### src/sv/nec_ir_pkg.sv
// Shared types, constants and helpers for the NEC IR frame decoder.
package nec_ir_pkg;

   localparam int unsigned COUNTER_BITS  = 16;
   localparam int unsigned FRAME_BITS    = 32;
   localparam int unsigned STAMP_BITS    = 32;
   localparam int unsigned REG_BITS      = 16;
   localparam int unsigned NUM_REGS      = 8;
   localparam int unsigned COUNT_BITS    = 6;
   localparam int unsigned BIT_IDX_BITS  = $clog2(FRAME_BITS);
   localparam logic [STAMP_BITS-1:0] TIMEOUT_TICKS = STAMP_BITS'(20000);
   localparam logic [STAMP_BITS-1:0] CAPTURE_MASK  =
      STAMP_BITS'((64'd1 << COUNTER_BITS) - 64'd1);

   typedef enum logic [1:0] {
      REQ_TICK = 2'd0,
      REQ_EDGE = 2'd1,
      REQ_READ = 2'd2
   } req_kind_type;

   typedef enum logic [2:0] {
      REG_LEAD_LOW    = 3'd0,
      REG_LEAD_HIGH   = 3'd1,
      REG_REPEAT_LOW  = 3'd2,
      REG_REPEAT_HIGH = 3'd3,
      REG_ONE_LOW     = 3'd4,
      REG_ONE_HIGH    = 3'd5,
      REG_ZERO_LOW    = 3'd6,
      REG_ZERO_HIGH   = 3'd7
   } reg_index_type;

   typedef logic [REG_BITS-1:0] reg_file_type [NUM_REGS];

   function automatic logic [REG_BITS-1:0] reg_reset_value(input logic [2:0] idx);
      logic [REG_BITS-1:0] v;
      unique case (idx)
         REG_LEAD_LOW:    v = 16'd13000;
         REG_LEAD_HIGH:   v = 16'd14000;
         REG_REPEAT_LOW:  v = 16'd11000;
         REG_REPEAT_HIGH: v = 16'd12000;
         REG_ONE_LOW:     v = 16'd2000;
         REG_ONE_HIGH:    v = 16'd2500;
         REG_ZERO_LOW:    v = 16'd1000;
         REG_ZERO_HIGH:   v = 16'd1300;
         default:         v = '0;
      endcase
      return v;
   endfunction

   // strict window test on a gap against two 16-bit bounds
   function automatic logic in_window(input logic [STAMP_BITS-1:0] gap,
                                      input logic [REG_BITS-1:0]   lo,
                                      input logic [REG_BITS-1:0]   hi);
      return (gap > STAMP_BITS'(lo)) && (gap < STAMP_BITS'(hi));
   endfunction

endpackage

### src/sv/nec_ir_frame_decoder.sv
// NEC IR frame decoder top level: event register, state update, result register.
// Takes one word per cycle (tick, falling-edge capture or key read) and updates the
// decoder state in a single pass; a key read yields its result word via the event
// register into an output register, held there so new words keep flowing while it waits.
// Sustained rate is one word per clock, set by the single state-update stage; only a
// key read that meets a full, stalled output register holds up the input side.
module nec_ir_frame_decoder (
   input  logic        clock,
   input  logic        reset,
   input  logic        req_valid,
   output logic        req_ready,
   input  logic [1:0]  req_type,
   input  logic [15:0] req_capture_value,
   output logic        rsp_valid,
   input  logic        rsp_ready,
   output logic        rsp_key_valid,
   output logic [7:0]  rsp_key_code,
   output logic [31:0] rsp_frame_word,
   input  logic        csr_write_en,
   input  logic [2:0]  csr_index,
   input  logic [15:0] csr_data
);

   localparam int unsigned SB = nec_ir_pkg::STAMP_BITS;
   localparam int unsigned CB = nec_ir_pkg::COUNT_BITS;

   nec_ir_pkg::reg_file_type cfg_ff;

   // event register
   logic        s1_valid_ff;
   logic [1:0]  s1_type_ff;
   logic [15:0] s1_capture_ff;

   // decoder state
   logic                             receiving_ff, receiving_in;
   logic [CB-1:0]                    bit_count_ff, bit_count_in;
   logic [SB-1:0]                    last_stamp_ff, last_stamp_in;
   logic [15:0]                      overflow_count_ff, overflow_count_in;
   logic [nec_ir_pkg::FRAME_BITS-1:0] received_word_ff, received_word_in;
   logic                             frame_ready_ff, frame_ready_in;
   logic                             repeat_seen_ff, repeat_seen_in;

   // result register
   logic        rsp_valid_ff;
   logic        rsp_key_valid_ff, rsp_key_valid_in;
   logic [7:0]  rsp_key_code_ff, rsp_key_code_in;
   logic [31:0] rsp_frame_word_ff, rsp_frame_word_in;

   logic          s1_is_read;
   logic          s1_go;
   logic          rsp_load;
   logic [15:0]   ovf_inc;
   logic [SB-1:0] now_stamp;
   logic [SB-1:0] gap;
   logic [SB-1:0] elapsed;
   logic [CB-1:0] count_inc;
   logic          key_pending;

   assign s1_is_read = (s1_type_ff == nec_ir_pkg::REQ_READ);
   // a read may only move on when the result register is free or draining
   assign s1_go      = s1_valid_ff && (!s1_is_read || !rsp_valid_ff || rsp_ready);
   assign req_ready  = !s1_valid_ff || s1_go;
   assign rsp_load   = s1_go && s1_is_read;

   assign ovf_inc   = overflow_count_ff + 16'd1;
   assign now_stamp = (SB'(overflow_count_ff) << nec_ir_pkg::COUNTER_BITS)
                      | (SB'(s1_capture_ff) & nec_ir_pkg::CAPTURE_MASK);
   assign gap       = now_stamp - last_stamp_ff;
   assign elapsed   = (SB'(ovf_inc) << nec_ir_pkg::COUNTER_BITS) - last_stamp_ff;
   assign count_inc = bit_count_ff + CB'(1);
   assign key_pending = frame_ready_ff || repeat_seen_ff;

   always_comb begin
      receiving_in      = receiving_ff;
      bit_count_in      = bit_count_ff;
      last_stamp_in     = last_stamp_ff;
      overflow_count_in = overflow_count_ff;
      received_word_in  = received_word_ff;
      frame_ready_in    = frame_ready_ff;
      repeat_seen_in    = repeat_seen_ff;
      rsp_key_valid_in  = key_pending;
      rsp_key_code_in   = key_pending ? received_word_ff[23:16] : 8'd0;
      rsp_frame_word_in = key_pending ? received_word_ff : '0;

      if (s1_go) begin
         case (s1_type_ff)
            nec_ir_pkg::REQ_TICK: begin
               overflow_count_in = ovf_inc;
               if (receiving_ff && (elapsed > nec_ir_pkg::TIMEOUT_TICKS)) begin
                  receiving_in      = 1'b0;
                  bit_count_in      = '0;
                  overflow_count_in = '0;
                  last_stamp_in     = '0;
               end
            end
            nec_ir_pkg::REQ_EDGE: begin
               last_stamp_in = now_stamp;
               if (!receiving_ff) begin
                  if (nec_ir_pkg::in_window(gap, cfg_ff[nec_ir_pkg::REG_LEAD_LOW],
                                            cfg_ff[nec_ir_pkg::REG_LEAD_HIGH])) begin
                     receiving_in     = 1'b1;
                     bit_count_in     = '0;
                     received_word_in = '0;
                  end else if (nec_ir_pkg::in_window(gap,
                                  cfg_ff[nec_ir_pkg::REG_REPEAT_LOW],
                                  cfg_ff[nec_ir_pkg::REG_REPEAT_HIGH])) begin
                     repeat_seen_in    = 1'b1;
                     overflow_count_in = '0;
                     last_stamp_in     = '0;
                  end
               end else begin
                  if (nec_ir_pkg::in_window(gap, cfg_ff[nec_ir_pkg::REG_ONE_LOW],
                                            cfg_ff[nec_ir_pkg::REG_ONE_HIGH])) begin
                     received_word_in[bit_count_ff[nec_ir_pkg::BIT_IDX_BITS-1:0]] = 1'b1;
                     bit_count_in = count_inc;
                  end else if (nec_ir_pkg::in_window(gap,
                                  cfg_ff[nec_ir_pkg::REG_ZERO_LOW],
                                  cfg_ff[nec_ir_pkg::REG_ZERO_HIGH])) begin
                     bit_count_in = count_inc;
                  end else begin
                     // bad gap: abort, partial word stays
                     receiving_in = 1'b0;
                     bit_count_in = '0;
                  end
                  if (receiving_in && (bit_count_in >= CB'(nec_ir_pkg::FRAME_BITS))) begin
                     frame_ready_in    = 1'b1;
                     receiving_in      = 1'b0;
                     bit_count_in      = '0;
                     overflow_count_in = '0;
                     last_stamp_in     = '0;
                  end
               end
            end
            nec_ir_pkg::REQ_READ: begin
               if (frame_ready_ff) begin
                  frame_ready_in = 1'b0;
               end else if (repeat_seen_ff) begin
                  repeat_seen_in = 1'b0;
               end
            end
            default: begin
            end
         endcase
      end
   end

   always_ff @(posedge clock) begin
      if (reset) begin
         for (int i = 0; i < nec_ir_pkg::NUM_REGS; i++) begin
            cfg_ff[i] <= nec_ir_pkg::reg_reset_value(3'(i));
         end
      end else if (csr_write_en) begin
         cfg_ff[csr_index] <= csr_data;
      end
   end

   always_ff @(posedge clock) begin
      if (reset) begin
         s1_valid_ff       <= 1'b0;
         rsp_valid_ff      <= 1'b0;
         receiving_ff      <= 1'b0;
         bit_count_ff      <= '0;
         last_stamp_ff     <= '0;
         overflow_count_ff <= '0;
         received_word_ff  <= '0;
         frame_ready_ff    <= 1'b0;
         repeat_seen_ff    <= 1'b0;
      end else begin
         if (req_ready) begin
            s1_valid_ff <= req_valid;
         end
         if (rsp_load) begin
            rsp_valid_ff <= 1'b1;
         end else if (rsp_ready) begin
            rsp_valid_ff <= 1'b0;
         end
         receiving_ff      <= receiving_in;
         bit_count_ff      <= bit_count_in;
         last_stamp_ff     <= last_stamp_in;
         overflow_count_ff <= overflow_count_in;
         received_word_ff  <= received_word_in;
         frame_ready_ff    <= frame_ready_in;
         repeat_seen_ff    <= repeat_seen_in;
      end
   end

   always_ff @(posedge clock) begin
      if (req_valid && req_ready) begin
         s1_type_ff    <= req_type;
         s1_capture_ff <= req_capture_value;
      end
      if (rsp_load) begin
         rsp_key_valid_ff  <= rsp_key_valid_in;
         rsp_key_code_ff   <= rsp_key_code_in;
         rsp_frame_word_ff <= rsp_frame_word_in;
      end
   end

   assign rsp_valid      = rsp_valid_ff;
   assign rsp_key_valid  = rsp_key_valid_ff;
   assign rsp_key_code   = rsp_key_code_ff;
   assign rsp_frame_word = rsp_frame_word_ff;

endmodule

### config.mk
export PLATFORM = sky130hd
export DESIGN_NAME = nec_ir_frame_decoder
export DESIGN_NICKNAME = d
export VERILOG_FILES = /design/src/sv/nec_ir_pkg.sv /design/src/sv/nec_ir_frame_decoder.sv
export SDC_FILE = /design/constraint.sdc
export NUM_CORES = 1
export LEC_CHECK = 0
export BUFFER_PORTS_ARGS = -buffer_cell sky130_fd_sc_hd__buf_2
export CAP_MARGIN = 10
export CORE_ASPECT_RATIO = 1.25
export CORE_MARGIN = 2
export CORE_UTILIZATION = 60
export DETAILED_ROUTE_END_ITERATION = 6
export GPL_ROUTABILITY_DRIVEN = 0
export PLACE_DENSITY = 0.84
export RECOVER_POWER = 100
export SYNTH_ARGS = -nofsm -noshare
export SYNTH_HDL_FRONTEND = slang
export SYNTH_SLANG_ARGS = --single-unit
### constraint.sdc
create_clock -name clock -period 8.2 [get_ports clock]
set_input_delay 0.41 -clock clock [delete_from_list [all_inputs] [get_ports clock]]
set_output_delay 0.41 -clock clock [all_outputs]
set_load 0.01 [all_outputs]
---- Word level (Yosys, flattened, before mapping) ----
Memories as Yosys holds them, arrays and structs flattened.
Index checks and enable logic that the tools add are counted.
word-level totals
  memories ................................ 1
  input bits .............................. 42
  flip-flop bits (word level) ............. 150
  word-level logic and storage cells ...... 139
  output and inout port bits .............. 43
  RAM bits ................................ 128
memory list
  name    words  width  read ports  clocked after Yosys merged registers in  wr ports  line                        source
  cfg_ff  8      16     8           0                                        8         nec_ir_frame_decoder.sv:27  nec_ir_pkg::reg_file_type cfg_ff;
operators by class
  add/subtract/negate cells ............... 4
  $lt $le $gt $ge ......................... 12
  muxes and demuxes ....................... 63
  reductions and logical operators ........ 29
  bitwise gates (word level) .............. 2
  eq/ne operators ......................... 14
operators with widths
  operator                                               count
  2-to-1 mux 32 bit                                      8
  2-to-1 mux 16 bit                                      14
  > comparator 32 x 16 -> 1 bit                          4
  < comparator 32 x 16 -> 1 bit                          4
  one-hot mux 32 bit (2 select lines)                    1
  subtractor 32 bit                                      2
  2-to-1 mux 6 bit                                       9
  > comparator 32 x 15 -> 1 bit (second input constant)  1
  OR 32 x 16 -> 32 bit                                   1
  OR 32 bit                                              1
  one-hot mux 16 bit (2 select lines)                    1
  2-to-1 mux 1 bit                                       24
  adder 16 x 1 -> 16 bit (second input constant)         1
  OR reduction 16 bit                                    1
  != test 2 bit (second input constant)                  7
  != test 3 bit (second input constant)                  4
  one-hot mux 6 bit (2 select lines)                     1
  AND reduction 4 bit                                    3
  logical AND 1 bit                                      10
  nonzero test 2 bit                                     4
  adder 6 x 1 -> 6 bit (second input constant)           1
  >= comparator 6 bit (second input constant)            1
  < comparator 5 x 6 -> 1 bit (second input constant)    1
  one-hot mux 1 bit (2 select lines)                     3
  other kinds (12)                                       17

---- Longest topological paths before layout ----
Gate-level depths: netlist of run 1.
  word-level depth ........................ 14
  mapped depth ............................ 22
  gate-level depth less buffers ........... 21

---- Worst setup path after synthesis of run 1 ----
OpenSTA, ideal clock, no wires.
  path kind ............................... reg-to-reg
  from .................................... reg s1_capture_ff[0]
  to ...................................... reg received_word_ff[11] in the netlist's numbering
  buffers on the path ..................... 1
  required time ........................... 8.085 ns
  setup time .............................. 0.115 ns
  arrival time ............................ 4.667 ns
  slack ................................... 3.418 ns
  stages on the path, launching flop included .. 22
  period minus slack after synthesis ...... 4.782 ns
  path through ............................ edfxtp_1 inv_1 ha_1 fa_1 nor2b_1 o2111ai_1 a211oi_2 nor2_1 o21ai_0 xor2_1 ha_1 nand4_1 nor2_1 a221oi_1 o21ai_0 a21oi_1 nand3_1 a21oi_1 nor3b_2 a21oi_1 clkbuf_1 nor2b_1
on the way
  word-level cells in the longest chain between the ends .. 6
  elaborated cells on any way between the ends .. 11
  those cells by class .................... add/sub (1); order compare (4); eq/ne (1); bitwise (1); reduce/logical (4)
ends and longest elaborated chain
  what                                                                                   line                         source
  start: declaration                                                                     nec_ir_frame_decoder.sv:32   logic [15:0] s1_capture_ff;
  start signal: assignment                                                               nec_ir_frame_decoder.sv:190  s1_capture_ff <= req_capture_value;
  OR 32 x 16 -> 32 bit *                                                                 nec_ir_frame_decoder.sv:67   | (SB'(s1_capture_ff) & nec_ir_pkg::CAPTURE_MASK);
  subtractor 32 bit *                                                                    nec_ir_frame_decoder.sv:68   assign gap = now_stamp - last_stamp_ff;
  > comparator 32 x 16 -> 1 bit / < comparator 32 x 16 -> 1 bit (equally long branches)  nec_ir_pkg.sv:54             return (gap > STAMP_BITS'(lo)) && (gap < STAMP_BITS'(hi));
  logical AND 1 bit                                                                      nec_ir_pkg.sv:54
  != test 2 x 1 -> 1 bit (no line) / nonzero test 2 bit (equally long branches)          -
  AND reduction 4 bit (no line) *                                                        -
  end signal: assignment                                                                 nec_ir_frame_decoder.sv:181  received_word_ff <= received_word_in;
  end: declaration                                                                       nec_ir_frame_decoder.sv:39   logic [nec_ir_pkg::FRAME_BITS-1:0] received_word_ff, received_word_in;
Every way passes the cells marked *; elsewhere a longest branch is shown, timed or not.
A chain may end at the register's enable or synchronous reset.

---- Worst setup path after layout of run 1 ----
  from .................................... reg s1_capture_ff[0]
  to ...................................... reg received_word_ff[7] in the netlist's numbering
Same word-level chain as after synthesis.

==> results.txt, run 1 <==
The area growth from synthesis to layout is 8.771%. The dominant cell by count in the synthesized netlist is sky130_fd_sc_hd__inv_1. Data arrives at the worst endpoint at 7.27 ns. The logs give 0.1920 mV for the worst-case vdd ir drop and 0 for the buffer count from post-CTS setup fixing. The number of core rows is 68, and the initial antenna violation count is 1. The worst register-to-register path begins at s1_capture_ff[0]. For the worst setup path, the data required time is 8.64 ns. The share of the Yosys chip area taken by registers is 42.72%. Post-detailed-route DRC marker count: 0. The path with the worst hold slack has its endpoint at s1_capture_ff[9]. The number of storage elements in the synthesis netlist is 270. The commonest cells after synthesis are sky130_fd_sc_hd__inv_1, sky130_fd_sc_hd__edfxtp_1, sky130_fd_sc_hd__ha_1. Setup violations remaining at the end of the flow were counted as 0. The checks that failed: max-capacitance violations, max-slew violations. The initial DRC count came out at 994.

From left edge to right edge, the die measures 153.9 um. The average vias per placed instance is 6.304. In this run, post-CTS hold repair placed 0 buffers. The clock transition at the registers of the reported paths came out at 0.07 ns. For the die area, the log shows 29440 um^2. The tools report the detailed placement HPWL as 30920 um. The maximum clock insertion buffer count came out at 3.

The aggregate global routing overflow came out at 0. The final critical path takes up 83.32% of the cycle. The count of cells along the worst hold path came out at 1. Clock tree root driver cell: sky130_fd_sc_hd__clkbuf_16. For the number of synthesis warnings, the log shows 0.

The run gives 1718 as the gate count of the mapped netlist. For the worst-skew pair, the clock arrives at the later sink with an insertion delay of 0.55 ns. After synthesis the cells add up to 16850 um^2. The number of clock sinks seen by CTS is 270, and the final critical delay including setup and external delays is 6.832 ns.

The number of failing hold endpoints at the final stage was 0; the core box area was 27650 um^2. Once detail routing completed, the nets flagged for antenna violations numbered 0. The first global-routing pass estimated 67500 um of wire. Clock skew on the completed layout was measured at 0.02534 ns. In this run, synthesis inferred 179 flip-flops with an integrated enable. The max-slew violation count was 66. The worst setup path is captured at a flop. The number of nets in the synthesized netlist is 1939.

The flow ran to the end, but the final reports show violations. The tools report the via count as 13550. Entering global routing, the biggest net connects 35 pins.

The worst-path maximum fanout works out to 17. The worst setup path is of the flop to flop kind. The tools report the nature of the critical path startpoint as a flop. The worst max-slew margin expressed relative to the limit was -7.388%. The sum of negative setup slack came out at 0 ns. The post-detailed-route wirelength per cell was 19.77 um.

The startpoint of the lowest-slack hold path is req_capture_value[9]. Across the run, the number of max-cap violations was 2. Summed over all instances, the cell type with the most area after synthesis is sky130_fd_sc_hd__edfxtp_1. The count of unique library cells instantiated by Yosys is 77.

For this run, the leading register cell type out of synthesis is sky130_fd_sc_hd__edfxtp_1. The number of global-route vias before repair was 13500; the top cell type's share of synthesized area was 31.91%. The run gives 28.81% as the total global-route track usage. Setup repair after global routing left no endpoint under its margin. In this run the critical register-to-register path is captured at received_word_ff[7]. The number of clock buffers added by TritonCTS is 26. The tools report the effective utilization at floorplan as 60.92%. The number of cell instances on the worst register-to-register path was 21; the highest clock frequency the design can meet was 0.1464 GHz. From bottom edge to top edge, the die measures 191.3 um. The total I/O pin count was 85.

Dividing total power by cell area gives a power density of 178.8 nW/um^2. The first detailed-routing pass ran for 6 iterations. The run gives 1.37 ns as the minimum setup slack among reg-to-reg paths. Ranked by total cell area, the synthesized netlist is headed by sky130_fd_sc_hd__edfxtp_1, sky130_fd_sc_hd__ha_1, sky130_fd_sc_hd__dfxtp_1.

The path class of the tightest hold or removal check is input port to flop. For the wire length reported by the detailed router, the log shows 42500 um. At the pin with the least slew margin, the transition time is 1.611 ns. The number of gates resized after CTS was 0. The tools report the deepest level of the CTS H-tree as 1.

The post-route worst hold slack is 0.04687 ns, and the number of port buffers is 84. The average instance in the mapped netlist occupies 9.806 um^2. Counting flops with an async set or reset pin after synthesis yields a share of 0%.

Summed over all cells, the static leakage comes to 7.602 nW. The run gives 2000 as the final layout net count. Cells with a size suffix above 1 make up 6.170% of the layout.

TritonCTS built the clock tree.
-- worst max-delay path, stage by stage, from the launching register on --
cell	delay (ns)
sky130_fd_sc_hd__edfxtp_1	0.34
sky130_fd_sc_hd__inv_1	0.05
sky130_fd_sc_hd__ha_1	0.22
sky130_fd_sc_hd__fa_1	0.42
sky130_fd_sc_hd__nor2b_1	0.17
sky130_fd_sc_hd__o2111ai_1	0.22
sky130_fd_sc_hd__a211oi_1	0.75
sky130_fd_sc_hd__nor2_1	0.16
sky130_fd_sc_hd__o21ai_0	0.24
sky130_fd_sc_hd__xor2_1	0.81
sky130_fd_sc_hd__ha_1	0.40
sky130_fd_sc_hd__nand4_1	0.11
sky130_fd_sc_hd__nor2_1	0.07
sky130_fd_sc_hd__a221oi_1	0.29
sky130_fd_sc_hd__o21ai_0	0.13
sky130_fd_sc_hd__a21oi_1	0.26
sky130_fd_sc_hd__nand3_1	0.15
sky130_fd_sc_hd__a21oi_1	0.36
sky130_fd_sc_hd__nor3b_2	0.57
sky130_fd_sc_hd__a21oi_1	0.51
sky130_fd_sc_hd__buf_6	0.35
sky130_fd_sc_hd__nor2b_1	0.13
-- sequential cells by signal (all words and copies together) (netlist names) --
name and count:
received_word_ff 32, frame_ready_ff 1, receiving_ff 1, s1_type_ff 2, bit_count_ff 6, rsp_valid 1, rsp_frame_word 25, repeat_seen_ff 1
last_stamp_ff 32, overflow_count_ff 16, rsp_key_code 7, s1_valid_ff 1, cfg_ff 128, rsp_key_valid 1, s1_capture_ff 16
-- placed cells by master (no fill, tap or decap), types with 16 or more instances in the layout --
cell	instances
sky130_fd_sc_hd__nand4_1	47
sky130_fd_sc_hd__clkbuf_1	62
sky130_fd_sc_hd__a22o_1	33
sky130_fd_sc_hd__clkbuf_16	28
sky130_fd_sc_hd__and2_1	34
sky130_fd_sc_hd__nand3_1	35
sky130_fd_sc_hd__buf_2	38
sky130_fd_sc_hd__or3_1	40
sky130_fd_sc_hd__o21a_1	38
sky130_fd_sc_hd__a21oi_1	83
sky130_fd_sc_hd__nor2_1	97
sky130_fd_sc_hd__dfxtp_1	91
sky130_fd_sc_hd__nor2b_1	60
sky130_fd_sc_hd__xnor2_1	25
sky130_fd_sc_hd__o21ai_0	55
sky130_fd_sc_hd__and2_0	51
sky130_fd_sc_hd__inv_1	182
sky130_fd_sc_hd__a21o_1	53
sky130_fd_sc_hd__edfxtp_1	179
sky130_fd_sc_hd__ha_1	178
sky130_fd_sc_hd__nand2_1	66
sky130_fd_sc_hd__nand2b_1	32
sky130_fd_sc_hd__nor3_1	33
sky130_fd_sc_hd__nor4_1	16
-- logic make-up (layout without fill, tap and decap cells) --
group / count (synthesis) / in the layout / share of synthesized area, %
flops: 270 / 270 / 42.72
mux: 15 / 15 / 0.9358
buf+inv: 248 / 329 / 5.749
xor+xnor: 37 / 37 / 1.924
compound gates: 396 / 396 / 16.44
fa+ha+maj: 179 / 179 / 13.34
other cells: 0 / 1 / 0
simple gates: 573 / 573 / 18.89
-- per-layer routing --
layer | global-route usage [%] | vias up | routed length (um) | share of wire (%)
met3 | 3.695 | 202 | 2702 | 6.4
met1 | 31.94 | 6408 | 15500 | 36
li1 | - | 6368 | - | -
met4 | 18.87 | 2 | 2949 | 6.9
met2 | 52.04 | 574 | 21330 | 50
met5 | 0 | - | 15 | 0.035
-- power breakdown --
group,internal [W],switching (W),total (W),leakage [nW]
Sequential,0.00150,0.0000170,0.00152,2.40
Combinational,0.000202,0.000341,0.000543,4.78
Clock,0.000693,0.000522,0.00122,0.419
Total,0.00240,0.000880,0.00328,7.60
-- metrics by stage --
| stage | total power, W | std cells | cell area [um^2] | setup WS, ns | util, % |
|---|---|---|---|---|---|
| after floorplan | 0.001896 | 1718 | 16850 | 3.418 | - |
| after global placement | 0.002043 | 2097 | 17530 | 2.308 | 63.39 |
| after detailed placement | 0.002074 | 2097 | 17530 | 1.967 | 63.39 |
| after CTS | 0.003268 | 2145 | 18390 | 1.916 | 66.50 |
| after global routing | 0.003394 | 2149 | 18320 | 0.8825 | 66.26 |
| final | 0.003276 | 2150 | 18320 | 1.368 | 66.27 |
-- worst max-delay path by stage --
stage                           from                   end  slack [ns]  cells after the start
floorplan           s1_capture_ff[0]  received_word_ff[11]        3.42                     21
global placement    s1_capture_ff[0]  received_word_ff[31]        2.31                     20
detailed placement  s1_capture_ff[0]  received_word_ff[19]        1.97                     20
CTS                 s1_capture_ff[0]  received_word_ff[19]        1.92                     20
global route        s1_capture_ff[0]      last_stamp_ff[2]        0.88                     20
finish              s1_capture_ff[0]   received_word_ff[7]        1.37                     21
-- final cells by class --
cell class | instances | area [um^2]
multi-input combinational | 1200 | 8691
timing repair buffer | 99 | 452.9
inverter | 182 | 683.2
clock buffer | 42 | 790.8
sequential | 270 | 7197
clock inverter | 6 | 68.82
fill | 2122 | 9328
tap | 350 | 437.9
antenna | 1 | 2.502
No activity file was read; power rests on OpenSTA's default activity.
==> inputs of run 2 (changes only) <==
--- a/config.mk
+++ b/config.mk
@@ -5,11 +5,12 @@
 export SDC_FILE = /design/constraint.sdc
 export NUM_CORES = 1
 export LEC_CHECK = 0
+export ABC_AREA = 1
 export BUFFER_PORTS_ARGS = -buffer_cell sky130_fd_sc_hd__buf_2
 export CAP_MARGIN = 10
 export CORE_ASPECT_RATIO = 1.25
 export CORE_MARGIN = 2
-export CORE_UTILIZATION = 60
+export CORE_UTILIZATION = 57
 export DETAILED_ROUTE_END_ITERATION = 6
 export GPL_ROUTABILITY_DRIVEN = 0
 export PLACE_DENSITY = 0.84
==> constraint.sdc (replaced) <==
create_clock -name clock -period 5.7 [get_ports clock]
set_input_delay 0.285 -clock clock [delete_from_list [all_inputs] [get_ports clock]]
set_output_delay 0.285 -clock clock [all_outputs]
set_load 0.01 [all_outputs]
==> run 2 against run 1 <==
The flow still finishes with violations (max-capacitance violations, max-slew violations). Largest cell class unchanged. Largest power group unchanged. Flip-flop and latch count did not move. Via count rose by 20%. Combinational power rose to 2.9 times the previous value. Synthesized cell count rose by 41%.
==> results.txt, run 2 <==
Largest incremental delay on the critical path: 0.77 ns. Of the synthesized area, sequential elements account for 40.03%. In the synthesized netlist, the cells that appear most often are sky130_fd_sc_hd__nand2_1, sky130_fd_sc_hd__inv_1, sky130_fd_sc_hd__nor2_1. The tools report the number of clock sinks seen by CTS as 270. Of all cell types, the one taking the most synthesized area is sky130_fd_sc_hd__edfxtp_1.

The worst setup slack after placement was 0.6542 ns. The flip-flop count of the largest register, all copies and words added is 128. STA classifies the critical path startpoint as a flop. The number of synthesis warnings was 0; the gate count of the mapped netlist was 2419. For this design the top-level I/O count stands at 85.

The floorplan has 72 rows. The number of cell instances on the worst register-to-register path works out to 23. From left edge to right edge, the die measures 162.9 um. The tools report the total global-route track usage as 28.88%. The max-slew violation count came out at 60. Setup slack closes at 0.4624 ns. The critical path goes through clkinv_1 -> ha_1 -> nand2_1 -> nor2_1 -> inv_2 -> nor2_1 -> nand2_1 -> nand2_1 -> xor2_1 -> ha_1 -> nand2_1 -> nor2_1 -> nand2_1 -> o21ai_0 -> nand3b_1 -> nor2_1 -> nor2_1 -> nand4_1 -> nand2_1 -> inv_1 -> clkbuf_2 -> nand3_1 -> a21oi_1. For flop-to-flop paths, the worst setup slack is 0.46 ns. Along the worst path, the maximum fanout reaches 32. For the pin with the worst max-slew slack, the measured transition is 2.864 ns. The startpoint identified for the worst register-to-register timing path is last_stamp_ff[8]. The tools report the number of failing hold endpoints at the final stage as 0. The filler cell count came out at 2617. The commonest non-fill, non-tap cell in the layout is sky130_fd_sc_hd__nand2_1. The top cell type's share of synthesized area came out at 29.90%. The clock arrives with 0.01750 ns of skew. The mapped netlist covers 17980 um^2. For the worst setup path, the data arrival time is 5.73 ns. Post-route fraction of the period consumed by the critical path: 91.89%.

In the routed design, unresolved DRC markers number 0. The capturing element type of the critical path was a flop. Synthesis inferred 270 register bits. Summed over all layers, the global routing overflow is 0. Synthesis produced a netlist with a net count of 2640. Yosys mapped a number of flops with a built-in enable equal to 179. The die area was 32990 um^2. The core region is 30990 um^2. The number of global-route vias before repair was 15970. Entering global routing, the biggest net connects 60 pins. Data required time at the worst endpoint: 6.19 ns.

TritonCTS built the clock tree. The most used flip-flop cell after synthesis is sky130_fd_sc_hd__edfxtp_1. Sum of negative setup slack: 0 ns.

The startpoint of the lowest-slack hold path was rsp_ready. Measured against its own limit, the worst slew margin works out to -90.91%. The maximum clock insertion buffer count is 3.

For the highest clock frequency the design can meet, the log shows 0.1909 GHz. The classification of the worst-slack hold path is input port to flop. In the layout the commonest cells are sky130_fd_sc_hd__nand2_1, sky130_fd_sc_hd__inv_1, sky130_fd_sc_hd__nor2_1. For the initial DRC count, the log shows 1276.

The logs give 1 for the total of max-cap violations and 0.57 ns for the later-pin clock latency in the skew report. Final critical delay including setup and external delays: 5.238 ns. 0 antenna diodes ended up in the layout. The largest registers in the layout are cfg_ff: 128 flops, last_stamp_ff: 32 flops, received_word_ff: 32 flops.

The count of cells along the worst hold path is 6. After synthesis, the share of flip-flops with an asynchronous set or reset is 0%. The initial antenna violation count is 0. Clock tree synthesis inserted a total of 27 buffers. In this run the worst setup path begins at last_stamp_ff[8].

After detailed routing, the total wire length is 47550 um. The die is 202.6 um tall. For the multi-input logic area, the log shows 8833 um^2. Dividing the detail-routed via count by the number of cells gives 5.526. Setup repair after global routing left no endpoint under its margin. The cell at the slowest stage of the critical path was sky130_fd_sc_hd__xor2_1.

The sequential cells in the finished layout cover a total of 7197 um^2. The checks that failed: max-capacitance violations, max-slew violations. Across all layers, the routed design uses 16280 vias.

The logs give 9.690 nW for the total leakage power and 0 for the buffer count from post-CTS setup fixing. Synthesis instantiated 45 different standard cells from the library. The register with the most flip-flops was cfg_ff. Deepest level of the CTS H-tree: 1. Most prevalent standard cell on the critical path: sky130_fd_sc_hd__nand2_1.

The clock transition at the registers of the reported paths is 0.07 ns, and the hold-fix buffer count after cts is 20. Synthesis-to-layout area growth: 10.01%. Clock tree synthesis selected as its root buffer the cell sky130_fd_sc_hd__clkbuf_16. Total buffers and inverters traversed by the critical path: 4.

The number of port buffers was 84; the power density over cell area was 284.6 nW/um^2. For the detailed placement HPWL, the log shows 35180 um. Among all cell types in the netlist, the one instantiated most often is sky130_fd_sc_hd__nand2_1.

The worst-case vdd ir drop is 0.2742 mV. Average cell area after synthesis: 7.432 um^2. Broken down by cell family, the worst path's largest delay share belongs to simple AND/OR/NAND/NOR gates. The initial utilization of the core area, before any placement, comes to 58.01%.

The fraction of final layout cells sized beyond drive strength 1 works out to 5.359%. The critical path is of the flop to flop type. Setup violations remaining at the end of the flow were counted as 0.

Counting buffers and inverters, the worst setup path is 23 cells deep. The post-detailed-route wirelength per cell is 16.15 um. The flow ran to the end, but the final reports show violations. The final layout contains 2738 nets. After synthesis, the cell types taking the most area are sky130_fd_sc_hd__edfxtp_1, sky130_fd_sc_hd__ha_1, sky130_fd_sc_hd__nand2_1.

For the post-route antenna net violation count, the log shows 0. Post-cts resize count: 0. Before antenna repair, the detailed router went through 6 iterations. The first global-routing pass estimated 76380 um of wire.
==> run 2: kinds of logic (layout without fill, tap and decap cells) <==
kind of cell	Yosys count	after routing	synth area share [%]
buffers and inverters	495	614	10.82
xor gates and xnor gates	30	30	1.461
DFF	270	270	40.03
AOI/OAI and AO/OA	220	220	6.528
adders and majority gates	179	179	12.50
and+or+nand+nor	1225	1225	28.66
==> run 2: worst paths after layout <==
check | to
max | last_stamp_ff[21]
min | rsp_valid
max reg2reg | last_stamp_ff[21]
min reg2reg | received_word_ff[0]
==> run 2: cell type report <==
type / instances / area share, %
multi-input cells: 1654 / 44.66
flip-flops and latches: 270 / 36.39
inverters: 441 / 8.369
clock buffers: 39 / 3.846
repair buffers: 123 / 3.473
well taps: 407 / 2.575
clock inverters: 11 / 0.6895
==> run 2: worst register-to-register path, delay by kind of cell, from the launching register on <==
family | cells | cell delay, ns
AOI/OAI and AO/OA | 2 | 0.36
xor gates and xnor gates | 1 | 0.77
adders and majority gates | 2 | 0.71
buffers and inverters | 4 | 0.92
DFF | 1 | 0.31
and+or+nand+nor | 14 | 2.11
==> run 2: layer usage <==
metal / up-vias / share of wire [%] / GRT usage (%)
li1: 7924 / - / -
met1: 7397 / 38 / 32.96
met2: 739 / 50 / 51.88
met3: 215 / 6.8 / 3.432
met4: 0 / 5.8 / 16.56
met5: - / 0 / 0
==> run 2: through the flow <==
| stage | area (um^2) | util, % | std cells | hold slack (ns) | total power [W] |
|---|---|---|---|---|---|
| final | 19780 | 63.82 | 2945 | 0.06448 | 0.005629 |
| after global routing | 19780 | 63.82 | 2945 | 0.08695 | 0.005920 |
| after CTS | 19840 | 64.02 | 2942 | 0.04644 | 0.005607 |
| after detailed placement | 18740 | 60.48 | 2872 | 0.4478 | 0.003795 |
| after global placement | 18740 | 60.48 | 2872 | 0.4443 | 0.003723 |
| after floorplan | 17980 | - | 2419 | 0.3541 | 0.003359 |
==> run 2: where the power goes <==
group | leakage (nW) | switching (W) | internal, W
logic | 6.77 | 0.00105 | 0.000545
registers | 2.48 | 0.0000429 | 0.00217
clock network | 0.440 | 0.000786 | 0.00103
==> inputs of run 3 (changes only) <==
--- a/config.mk
+++ b/config.mk
@@ -15,6 +15,7 @@
 export GPL_ROUTABILITY_DRIVEN = 0
 export PLACE_DENSITY = 0.84
 export RECOVER_POWER = 100
+export SETUP_SLACK_MARGIN = 0.5
 export SYNTH_ARGS = -nofsm -noshare
 export SYNTH_HDL_FRONTEND = slang
 export SYNTH_SLANG_ARGS = --single-unit
==> run 3 against run 2 <==
The run still ends with max-capacitance violations, max-slew violations left. Setup slack improved by 0.20 ns. Final cell count is the same. Fmax increased by 3.9%. Die area unchanged. Register-to-register slack better by 0.20 ns. Sequential power hardly changed. Utilization rose by 0.097 points. Largest cell class unchanged.
==> results.txt, run 3 (synthesized netlist as in run 2, its figures left out) <==
The total leakage power is 9.693 nW. Setup repair after global routing left no endpoint under its margin. The total area inside the core boundary comes to 30990 um^2. Once the floorplan was initialized, standard cells occupied 58.01% of the core.

The detail route stage leaves a number of antenna-violating nets equal to 0. The worst-case IR drop observed on VDD is 0.2753 mV. The highest clock frequency the design can meet was 0.1984 GHz; the number of global-route vias before repair was 15970.

The final layout net count was 2738. In the layout the commonest cells are sky130_fd_sc_hd__nand2_1, sky130_fd_sc_hd__inv_1, sky130_fd_sc_hd__nor2_1. The run gives 0 as the aggregate global routing overflow.

Ranked by flip-flop count, first place goes to cfg_ff. Sequential cells account for 39.3% of the total power. The minimum setup slack among reg-to-reg paths was 0.66 ns; the largest incremental delay on the critical path was 0.77 ns. After clock tree synthesis, the setup repair step added 0 buffers. The register with the most flip-flops in the layout has 128 of them. The tools report the worst flop-to-flop path startpoint as last_stamp_ff[8].

The category of the critical setup timing path is flop to flop. The pin slew with the least headroom to its limit is 2.875 ns, and the total of max-cap violations is 1. Commonest non-fill, non-tap cell in the layout: sky130_fd_sc_hd__nand2_1. The number of port buffers was 84; the synthesis-to-layout area growth was 10.18%. STA classifies the critical path startpoint as a flop. The number of cell instances on the worst register-to-register path is 24, and the combinational cell fraction of total power is 28.5%. The analysis attributes to net switching a power of 0.001888 W. The highest metal layer carrying signal wires in the routed design is met4.

Traced cell by cell, the critical path runs through clkinv_1 -> ha_1 -> nand2_1 -> nor2_2 -> inv_2 -> nor2_2 -> nand2_1 -> nand2_1 -> xor2_1 -> ha_1 -> nand2_1 -> inv_1 -> nand3_1 -> nor2_1 -> nand4_1 -> nor3b_1 -> nand3_1 -> a21oi_1 -> nand3_2 -> nand3_2 -> inv_2 -> nor2_4 -> nor2_1 -> nor2_1. Summing over every cut layer, the via total after detailed routing is 16300. The maximum clock insertion buffer count was 3; the later-pin clock latency in the skew report was 0.57 ns. The clock skew after layout was 0.01152 ns; the sum of negative setup slack was 0 ns.

For the number of failing hold endpoints at the final stage, the log shows 0. Entering global routing, the biggest net connects 60 pins. The design draws 0.005640 W. After layout, the worst path uses 88.44% of the clock period. The run finished, with violations left. The startpoint of the lowest-slack hold path is rsp_ready.

Clock tree synthesis found a total of 270 sinks. The tools report the deepest level of the CTS H-tree as 1. The post-detailed-route wirelength per cell is 16.19 um, and the max-slew violation count is 60.

For this design the top-level I/O count stands at 85. TritonCTS created 27 clock buffers. The slowest stage of the critical path is the sky130_fd_sc_hd__xor2_1 cell. Average vias per placed instance: 5.533. The initialized floorplan defines 72 standard-cell rows.

The die outline height came out at 202.6 um. The clock transition at the registers of the reported paths works out to 0.07 ns. Detailed placement HPWL: 35180 um. The fraction of final layout cells sized beyond drive strength 1 was 5.516%. The detailed router finished its first iteration with 1278 violations. Summed over all nets, wire length on met2 after detailed routing comes to 23860 um.

The routed design uses 3336 um of met3 wire. The initial antenna violation count is 0, and the worst max-slew margin expressed relative to the limit is -91.69%. The data arrival time of the critical path was 5.53 ns. The most prevalent standard cell on the critical path was sky130_fd_sc_hd__nand2_1. Cells fill 63.92% of the core in the end. The classification of the worst-slack hold path was input port to flop. For the post-route met1 wirelength, the log shows 17860 um.

The tools report the clock tree root driver cell as sky130_fd_sc_hd__clkbuf_16. The count of cells along the worst hold path is 6, and the post-detailed-route DRC marker count is 0. The run gives 6.19 ns as the data required time at the worst endpoint. The largest registers in the layout are cfg_ff: 128 flops, last_stamp_ff: 32 flops, received_word_ff: 32 flops.

The total global-route track usage came out at 28.88%. The final critical delay including setup and external delays is 5.041 ns. The die is 162.9 um wide.

The final antenna diode count was 0. The endpoint identified for the worst register-to-register timing path is overflow_count_ff[2]. In this run, the clock network consumes 32.2% of the power.

Dividing total power by cell area gives a power density of 284.7 nW/um^2. Endpoint of the worst hold path: rsp_valid. The wire length reported by the detailed router came out at 47670 um. The final reports fail on max-capacitance violations, max-slew violations. The floorplan step defined a die boundary enclosing 32990 um^2. The first TritonRoute pass finished after 6 iterations. Of all nets on the critical path, the largest fanout is 15.

TritonCTS built the clock tree. The switching share of power works out to 33.48%. The worst setup path is captured at a flop. Setup violations remaining at the end of the flow were counted as 0. The internal portion of the total power is 0.003751 W.

The first-pass GRT wire length came out at 76380 um.
run 3: cell types whose count changed in the layout (fill, tap and decap cells not counted), sizes merged:
cell | before | now
buf | 44 | 45
clkbuf | 98 | 97
run 3: how the worst max path moves through the flow:
stage	slack (ns)	startpoint	to
after CTS	0.60	last_stamp_ff[8]	received_word_ff[13]
after global routing	0.30	last_stamp_ff[8]	overflow_count_ff[2]
after global placement	0.78	last_stamp_ff[8]	received_word_ff[9]
final	0.66	last_stamp_ff[8]	overflow_count_ff[2]
after detailed placement	0.65	last_stamp_ff[8]	received_word_ff[2]
after floorplan	2.17	s1_capture_ff[0]	overflow_count_ff[3]
run 3: layer usage:
metal / global-route usage (%) / up-vias
li1: - / 7921
met1: 32.96 / 7423
met2: 51.88 / 753
met3: 3.432 / 199
met4: 16.56 / 0
met5: 0 / -
run 3: power by group through the flow:
stage | Sequential, W | Clock, W | Combinational, W
after global placement | 0.00225 | 0 | 0.00147
after detailed placement | 0.00226 | 0 | 0.00154
final | 0.00222 | 0.00182 | 0.00161
after floorplan | 0.00224 | 0 | 0.00112
after global routing | 0.00222 | 0.00190 | 0.00180
after CTS | 0.00221 | 0.00183 | 0.00156
run 3: per-stage QoR:
stage / instances / setup WS (ns) / hold WS, ns / instance area (um^2)
4_1_cts: 2942 / 0.6025 / 0.04644 / 19840
3_3_place_gp: 2872 / 0.7829 / 0.4443 / 18740
5_1_grt: 2945 / 0.2999 / 0.08695 / 19810
2_1_floorplan: 2419 / 2.169 / 0.3541 / 17980
3_5_place_dp: 2872 / 0.6542 / 0.4478 / 18740
6_report: 2945 / 0.6589 / 0.06232 / 19810
run 3: area by class of cell:
class | instances | area, um^2
Sequential cell | 270 | 7197
Multi-Input combinational cell | 1654 | 8861
Inverter | 441 | 1655
Fill cell | 2613 | 11180
Tap cell | 407 | 509.2
Clock inverter | 11 | 136.4
Clock buffer | 39 | 760.7
Timing Repair Buffer | 123 | 689.4
run 3: worst max-delay path: cells and delay by family, from the launching register on:
kind                     cells  cell delay [ns]
flip-flops                   1             0.31
XOR/XNOR                     1             0.77
adder cells (fa/ha/maj)      2             0.85
AO/OA/AOI/OAI                1             0.25
AND/OR/NAND/NOR             16             2.39
buffers and inverters        4             0.40
run 3: what timing repair did:
action | in CTS | in global routing
hold endpoints to repair | 19 | 0
endpoints found under the setup margin | 0 | 55
hold buffers | 20 | 0
gates resized for setup | 0 | 5
